===== config.mk =====
export PLATFORM = sky130hd
export DESIGN_NAME = cursor_list_engine_core
export DESIGN_NICKNAME = d
export VERILOG_FILES = /design/src/cle_pkg.sv /design/src/cursor_list_engine_core.sv /design/src/cle_word_ram.sv
export SDC_FILE = /design/constraint.sdc
export NUM_CORES = 2
export LEC_CHECK = 0
export BUFFER_PORTS_ARGS = -buffer_cell sky130_fd_sc_hd__buf_2
export CORE_MARGIN = 2
export CORE_UTILIZATION = 39
export CTS_CLUSTER_DIAMETER = 40
export DETAILED_ROUTE_END_ITERATION = 10
export GPL_TIMING_DRIVEN = 0
export HOLD_SLACK_MARGIN = 0.02
export PLACE_DENSITY_LB_ADDON = 0.1
export SLEW_MARGIN = 40
export SYNTH_ARGS = -nofsm -noshare
export SYNTH_HDL_FRONTEND = slang
export SYNTH_SLANG_ARGS = --single-unit
export TNS_END_PERCENT = 50

===== constraint.sdc =====
create_clock -name clk_i -period 10.45 [get_ports clk_i]
set_clock_uncertainty 0.1 [all_clocks]
set_input_delay 1.045 -clock clk_i [delete_from_list [all_inputs] [get_ports clk_i]]
set_output_delay 1.045 -clock clk_i [all_outputs]
set_load 0.01 [all_outputs]

===== src/cle_pkg.sv =====
package cle_pkg;

  localparam int unsigned WORD_W  = 32;
  localparam int unsigned OP_W    = 4;
  localparam int unsigned COUNT_W = 7;

  localparam logic [OP_W-1:0] OP_START     = 4'd0;
  localparam logic [OP_W-1:0] OP_END       = 4'd1;
  localparam logic [OP_W-1:0] OP_NEXT      = 4'd2;
  localparam logic [OP_W-1:0] OP_PRIOR     = 4'd3;
  localparam logic [OP_W-1:0] OP_INS_AHEAD = 4'd4;
  localparam logic [OP_W-1:0] OP_INS_AFTER = 4'd5;
  localparam logic [OP_W-1:0] OP_REMOVE    = 4'd6;
  localparam logic [OP_W-1:0] OP_READ      = 4'd7;
  localparam logic [OP_W-1:0] OP_CLEAR     = 4'd8;

  typedef struct packed {
    logic [OP_W-1:0]          operation;
    logic signed [WORD_W-1:0] value;
  } cle_in_t;

  typedef struct packed {
    logic                     ok;
    logic signed [WORD_W-1:0] read_value;
    logic [COUNT_W-1:0]       count;
    logic                     is_empty;
    logic                     is_full;
  } cle_out_t;

endpackage


===== src/cursor_list_engine_core.sv =====
// Ordered list of up to DEPTH signed 32-bit words with a cursor, kept in one
// single-port-write, single-port-read RAM with registered read data. Every
// request returns one result. Cursor moves, clear, refused requests and an
// insert into an empty list go from idle straight to the done state, where the
// result is written to the output register. A read passes through the read
// state first, and an insert or remove through the shift states. Insert and
// remove move the words behind the cursor one place per cycle through the RAM.
// A new request is taken only once the previous one has finished its RAM work.
// A finished result waits in the output register while the next request is
// accepted. A result that is still waiting there when the next one finishes
// holds that one back.
module cursor_list_engine_core #(
  parameter int unsigned DEPTH = 64
) (
  input  logic               clk_i,
  input  logic               rst_ni,
  input  logic               in_valid_i,
  output logic               in_ready_o,
  input  cle_pkg::cle_in_t   in_data_i,
  output logic               out_valid_o,
  input  logic               out_ready_i,
  output cle_pkg::cle_out_t  out_data_o
);

  localparam int unsigned AW = $clog2(DEPTH);
  localparam int unsigned CW = $clog2(DEPTH + 1);
  localparam logic [CW-1:0] FULL_COUNT = CW'(DEPTH);

  typedef enum logic [2:0] {
    S_IDLE,
    S_READ,
    S_UP,
    S_DOWN,
    S_DONE
  } state_e;

  state_e                      state_q, state_d;
  logic [CW-1:0]               count_q, count_d;
  logic [AW-1:0]               cur_q, cur_d;
  logic [AW-1:0]               idx_q, idx_d;
  logic [AW-1:0]               wa_q, wa_d;
  logic                        pend_q, pend_d;
  logic [cle_pkg::WORD_W-1:0]  val_q, val_d;
  logic                        ok_q, ok_d;
  logic [cle_pkg::WORD_W-1:0]  rd_q, rd_d;
  logic                        out_valid_q, out_valid_d;
  cle_pkg::cle_out_t           out_q, out_d;

  logic                        mem_we;
  logic [AW-1:0]               mem_waddr;
  logic [cle_pkg::WORD_W-1:0]  mem_wdata;
  logic                        mem_re;
  logic [AW-1:0]               mem_raddr;
  logic [cle_pkg::WORD_W-1:0]  mem_rdata;

  logic                        in_xfer;
  logic                        empty;
  logic [AW-1:0]               last;
  logic                        out_free;

  cle_word_ram #(
    .DEPTH (DEPTH)
  ) u_ram (
    .clk_i   (clk_i),
    .we_i    (mem_we),
    .waddr_i (mem_waddr),
    .wdata_i (mem_wdata),
    .re_i    (mem_re),
    .raddr_i (mem_raddr),
    .rdata_o (mem_rdata)
  );

  assign in_ready_o = (state_q == S_IDLE);
  assign in_xfer    = in_valid_i && in_ready_o;
  assign empty      = (count_q == '0);
  assign last       = empty ? '0 : AW'(count_q - CW'(1));
  assign out_free   = !out_valid_q || out_ready_i;

  always_comb begin
    state_d     = state_q;
    count_d     = count_q;
    cur_d       = cur_q;
    idx_d       = idx_q;
    wa_d        = wa_q;
    pend_d      = pend_q;
    val_d       = val_q;
    ok_d        = ok_q;
    rd_d        = rd_q;
    out_d       = out_q;
    out_valid_d = out_valid_q && !out_ready_i;
    mem_we      = 1'b0;
    mem_waddr   = wa_q;
    mem_wdata   = mem_rdata;
    mem_re      = 1'b0;
    mem_raddr   = cur_q;

    unique case (state_q)
      S_IDLE: begin
        if (in_xfer) begin
          ok_d    = 1'b0;
          rd_d    = '0;
          pend_d  = 1'b0;
          state_d = S_DONE;
          unique case (in_data_i.operation)
            cle_pkg::OP_START: begin
              if (!empty && cur_q != '0) begin
                cur_d = '0;
                ok_d  = 1'b1;
              end
            end
            cle_pkg::OP_END: begin
              if (!empty && cur_q != last) begin
                cur_d = last;
                ok_d  = 1'b1;
              end
            end
            cle_pkg::OP_NEXT: begin
              if (!empty && cur_q != last) begin
                cur_d = cur_q + AW'(1);
                ok_d  = 1'b1;
              end
            end
            cle_pkg::OP_PRIOR: begin
              if (!empty && cur_q != '0) begin
                cur_d = cur_q - AW'(1);
                ok_d  = 1'b1;
              end
            end
            cle_pkg::OP_INS_AHEAD, cle_pkg::OP_INS_AFTER: begin
              if (count_q < FULL_COUNT) begin
                ok_d = 1'b1;
                if (empty) begin
                  mem_we    = 1'b1;
                  mem_waddr = '0;
                  mem_wdata = in_data_i.value;
                  count_d   = CW'(1);
                  cur_d     = '0;
                end else begin
                  // The new word lands at the cursor; insert after steps past the old word.
                  val_d   = in_data_i.value;
                  idx_d   = AW'(count_q);
                  state_d = S_UP;
                  if (in_data_i.operation == cle_pkg::OP_INS_AFTER) begin
                    cur_d = cur_q + AW'(1);
                  end
                end
              end
            end
            cle_pkg::OP_REMOVE: begin
              if (!empty) begin
                ok_d    = 1'b1;
                idx_d   = cur_q;
                state_d = S_DOWN;
              end
            end
            cle_pkg::OP_READ: begin
              if (!empty) begin
                ok_d      = 1'b1;
                mem_re    = 1'b1;
                mem_raddr = cur_q;
                state_d   = S_READ;
              end
            end
            cle_pkg::OP_CLEAR: begin
              count_d = '0;
              cur_d   = '0;
              ok_d    = 1'b1;
            end
            default: begin
            end
          endcase
        end
      end

      S_READ: begin
        rd_d    = mem_rdata;
        state_d = S_DONE;
      end

      // Walk down from the top: read entry idx-1, write it to idx in the next cycle.
      S_UP: begin
        if (pend_q) begin
          mem_we    = 1'b1;
          mem_waddr = wa_q;
          mem_wdata = mem_rdata;
        end
        if (idx_q != cur_q) begin
          mem_re    = 1'b1;
          mem_raddr = idx_q - AW'(1);
          wa_d      = idx_q;
          idx_d     = idx_q - AW'(1);
          pend_d    = 1'b1;
        end else begin
          pend_d = 1'b0;
          if (!pend_q) begin
            mem_we    = 1'b1;
            mem_waddr = cur_q;
            mem_wdata = val_q;
            count_d   = count_q + CW'(1);
            state_d   = S_DONE;
          end
        end
      end

      // Walk up from the cursor: read entry idx+1, write it to idx in the next cycle.
      S_DOWN: begin
        if (pend_q) begin
          mem_we    = 1'b1;
          mem_waddr = wa_q;
          mem_wdata = mem_rdata;
        end
        if ((CW'(idx_q) + CW'(1)) < count_q) begin
          mem_re    = 1'b1;
          mem_raddr = idx_q + AW'(1);
          wa_d      = idx_q;
          idx_d     = idx_q + AW'(1);
          pend_d    = 1'b1;
        end else begin
          pend_d = 1'b0;
          if (!pend_q) begin
            if (cur_q >= last) begin
              cur_d = '0;
            end
            count_d = count_q - CW'(1);
            state_d = S_DONE;
          end
        end
      end

      S_DONE: begin
        if (out_free) begin
          out_d.ok         = ok_q;
          out_d.read_value = rd_q;
          out_d.count      = cle_pkg::COUNT_W'(count_q);
          out_d.is_empty   = empty;
          out_d.is_full    = (count_q == FULL_COUNT);
          out_valid_d      = 1'b1;
          state_d          = S_IDLE;
        end
      end

      default: begin
        state_d = S_IDLE;
      end
    endcase
  end

  always_ff @(posedge clk_i or negedge rst_ni) begin
    if (!rst_ni) begin
      state_q     <= S_IDLE;
      count_q     <= '0;
      cur_q       <= '0;
      pend_q      <= 1'b0;
      out_valid_q <= 1'b0;
    end else begin
      state_q     <= state_d;
      count_q     <= count_d;
      cur_q       <= cur_d;
      pend_q      <= pend_d;
      out_valid_q <= out_valid_d;
    end
  end

  always_ff @(posedge clk_i) begin
    idx_q <= idx_d;
    wa_q  <= wa_d;
    val_q <= val_d;
    ok_q  <= ok_d;
    rd_q  <= rd_d;
    out_q <= out_d;
  end

  assign out_valid_o = out_valid_q;
  assign out_data_o  = out_q;

endmodule


===== src/cle_word_ram.sv =====
module cle_word_ram #(
  parameter int unsigned DEPTH = 64
) (
  input  logic                              clk_i,
  input  logic                              we_i,
  input  logic [$clog2(DEPTH)-1:0]          waddr_i,
  input  logic [cle_pkg::WORD_W-1:0]        wdata_i,
  input  logic                              re_i,
  input  logic [$clog2(DEPTH)-1:0]          raddr_i,
  output logic [cle_pkg::WORD_W-1:0]        rdata_o
);

  logic [cle_pkg::WORD_W-1:0] mem_q [DEPTH];
  logic [cle_pkg::WORD_W-1:0] rdata_q;

  always_ff @(posedge clk_i) begin
    if (we_i) begin
      mem_q[waddr_i] <= wdata_i;
    end
  end

  always_ff @(posedge clk_i) begin
    if (re_i) begin
      rdata_q <= mem_q[raddr_i];
    end
  end

  assign rdata_o = rdata_q;

endmodule

==> reports/summary.txt <==
Status = finished clean
DR iter-0 viols = 7774
Max Root-Sink Buffers = 4
Critical Path RT = 11.03 ns
Final ANT Viol Nets = 0
Final hold violation count = 0
TritonCTS buffer count = 374
Crit end category = flop
TNS Setup = 0 ns
Inst Count DP = 10200
Internal = 18.7 mW
Input/output buffers = 82
Crit-path max cell delay = 0.68 ns
Worst EP arrival = 7.45 ns
Critical path class = flop to flop
Top cell type's share of synthesized area = 0.744
Fin crit share = 0.658
Worst setup SP type = flop
Post-synth ARST share = 0.00812
Total power = 26.6 mW
IO Pins = 84
Worst skew pair latency = 0.96 ns
Critical path's most frequent cell = ha_1
Mapped Area = 88800 µm²
Die area = 231000 µm²
Ys Warns = 0
CP Cell Sequence = ha_1, nand3_1, xnor2_1, ha_1, a21o_1, a211oi_4, o21a_2, nor2_2, a21oi_1, nand2_1, clkbuf_2, nor3_1, nand4_1, and4_1
Via Count = 60600
Main synth FF type = edfxtp_1
Global-route usage over all layers = 0.279
Die Y-Extent = 481 µm
Reg power frac = 0.379
# setup viols final = 0
Synth Instances = 6970
Post-synth top cells = nand2_1, edfxtp_1, nand3_1
WL/cell = 29.9 µm
Wire length of the first global-routing pass = 449 mm
Initial Util = 0.391
# Max-Cap Violations = 0
Final Non-Filler Cells = 11000
Unique masters post-synth = 65
Clock Sinks = 2217
Final routed DRC violation total = 0
Sw Pwr = 7.92 mW
Initial antenna violation count = 52
DP Wirelength = 235 mm
Maximum vdd drop = 0.000171 V
Largest net degree at the start of global routing = 43
Root Driver = clkbuf_16
Sw Share = 0.297
# nets final = 7677
Row count = 175
Slowest CP cell = a21oi_1
Final critical-path required period = 6.87 ns
Die Wd = 481 µm
Yosys reg bits = 2217
Placeable Area = 227000 µm²
CTS tree = built
Cell area after placement = 97400 µm²
Slew Limit Fails = 0
CP Max Fanout = 10
Count leader, synth = nand2_1
Share of cells above drive strength 1 = 0.161
DR pass1 iterations = 6
Number of synthesized flops with an enable pin = 2199
Clock transition at the registers of the reported paths = 0.06 ns
Final GP Congestion = 0.900
Sequential area share after synthesis = 0.749
Design area = 110000 µm²
RSZ-0062 raised after global routing = false
PD cells = 243 nW/µm²
Vias in the first global route = 56400
Clk pwr share = 0.452
GR Overflow Total = 0
Top post-synthesis cells by area = edfxtp_1, nand2_1, o211ai_1, nand3_1, a21oi_1
Slew @ Worst Pin = 0.931 ns
Resize count post-CTS = 0
Fmax = 145 MHz
Buffers & Inverters on Critical Path = 1
Cell family contributing the most delay on the critical path = simple AND/OR/NAND/NOR gates
Type of the most critical hold path = input port to flop
Synthesized area per cell = 12.7 µm²
Post-DR vias/cell = 5.53
Syn-to-layout area delta = 23.7%
Final Routed Wirelength = 328 mm
Leading area contributor after synthesis = edfxtp_1
Post-Synthesis Net Count = 7029
Comb power frac = 0.169
H-tree depth = 5
Leakage = 39.2 nW
Slew margin rel. = 0.377
-- path summary, 6_finish.rpt --
kind | from | endpoint | slack [ns] | cells after the start
max | idx_q[1]$_DFFE_PP_ | u_ram.rdata_o[23]$_DFFE_PP_ | 3.58 | 14
min | in_data_i[19] | val_q[19]$_DFFE_PP_ | 0.18 | 1
max reg2reg | idx_q[1]$_DFFE_PP_ | u_ram.rdata_o[23]$_DFFE_PP_ | 3.58 | 14
min reg2reg | rd_q[25]$_SDFFCE_PN0P_ | out_data_o[34]$_DFFE_PP_ | 0.28 | 0
max in group asynchronous | rst_ni | cur_q[1]$_DFFE_PN0P_ | 9.37 | 2
min in group asynchronous | rst_ni | out_valid_o$_DFF_PN0_ | 0.52 | 2
-- metal layers --
layer  up-vias  global-route usage  share of wire
li1      26700                   -              -
met1     30500               0.387           0.42
met2      2875               0.427           0.45
met3       535              0.0584          0.087
met4        10               0.117          0.041
met5         -                   0        0.00022
-- kinds of logic (layout without fill, tap and decap cells) --
kind of cell,after synthesis,in the layout,synth area share
compound gates,791,791,0.0590
xor+xnor,23,23,0.00227
fa+ha+maj,19,19,0.00268
buf+inv,454,1393,0.0238
flops,2217,2217,0.749
mux,12,12,0.00135
other cells,0,36,0
simple gates,3454,3454,0.162
-- power by group through the flow --
stage / clock (mW) / combinational [mW] / sequential [mW]
after floorplan: 0 / 2.21 / 10.3
after global placement: 0 / 4.30 / 10.3
after detailed placement: 0 / 4.43 / 10.3
after CTS: 12.2 / 4.45 / 10.1
after global routing: 12.5 / 4.77 / 10.1
final: 12.0 / 4.51 / 10.1
-- layout by cell type (no fill, tap or decap), types with 40 or more instances in the layout --
master        n
o211ai_1    392
clkbuf_16   380
clkinv_2     42
inv_6        40
nand3_1     409
nor3_1      138
buf_2       369
nand4_1     131
a21oi_1     280
nand2_1    2525
nor2_4       64
clkbuf_1    161
clkinv_1     47
buf_16       68
buf_8        63
edfxtp_1   2199
-- per-stage QoR --
stage                     hold slack [ns]  setup WS (ns)   util
after global placement              0.305           1.95  0.410
after detailed placement            0.306           3.73  0.429
final                               0.178           3.58  0.484
after CTS                           0.130           3.73  0.483
after global routing                0.162           3.49  0.484
after floorplan                     0.300           5.01      -
-- repair_timing --
item                      in CTS  in global routing
hold endpoints to repair      18                  0
hold buffers                   1                  0
setup buffers                  0                  0
-- flip-flops by register name, indices dropped and copies added (netlist names) --
name / flops
ok_q: 1
cur_q: 6
out_data_o: 42
state_q: 3
wa_q: 6
pend_q: 1
rd_q: 32
idx_q: 6
val_q: 32
u_ram.mem_q: 2048
out_valid_o: 1
count_q: 7
u_ram.rdata_o: 32
-- cell type report --
type                       count  area [µm²]
fill                       20000      117000
sequential                  2217       66500
multi-input combinational   4299       21000
clock buffer                 421        9660
timing repair buffer         272        4180
tap                         3009        3760
clock inverter               246        2570
buffer                       432        2050
antenna                       36        90.1
inverter                      22        82.6
(Power assumes the default switching activity.)
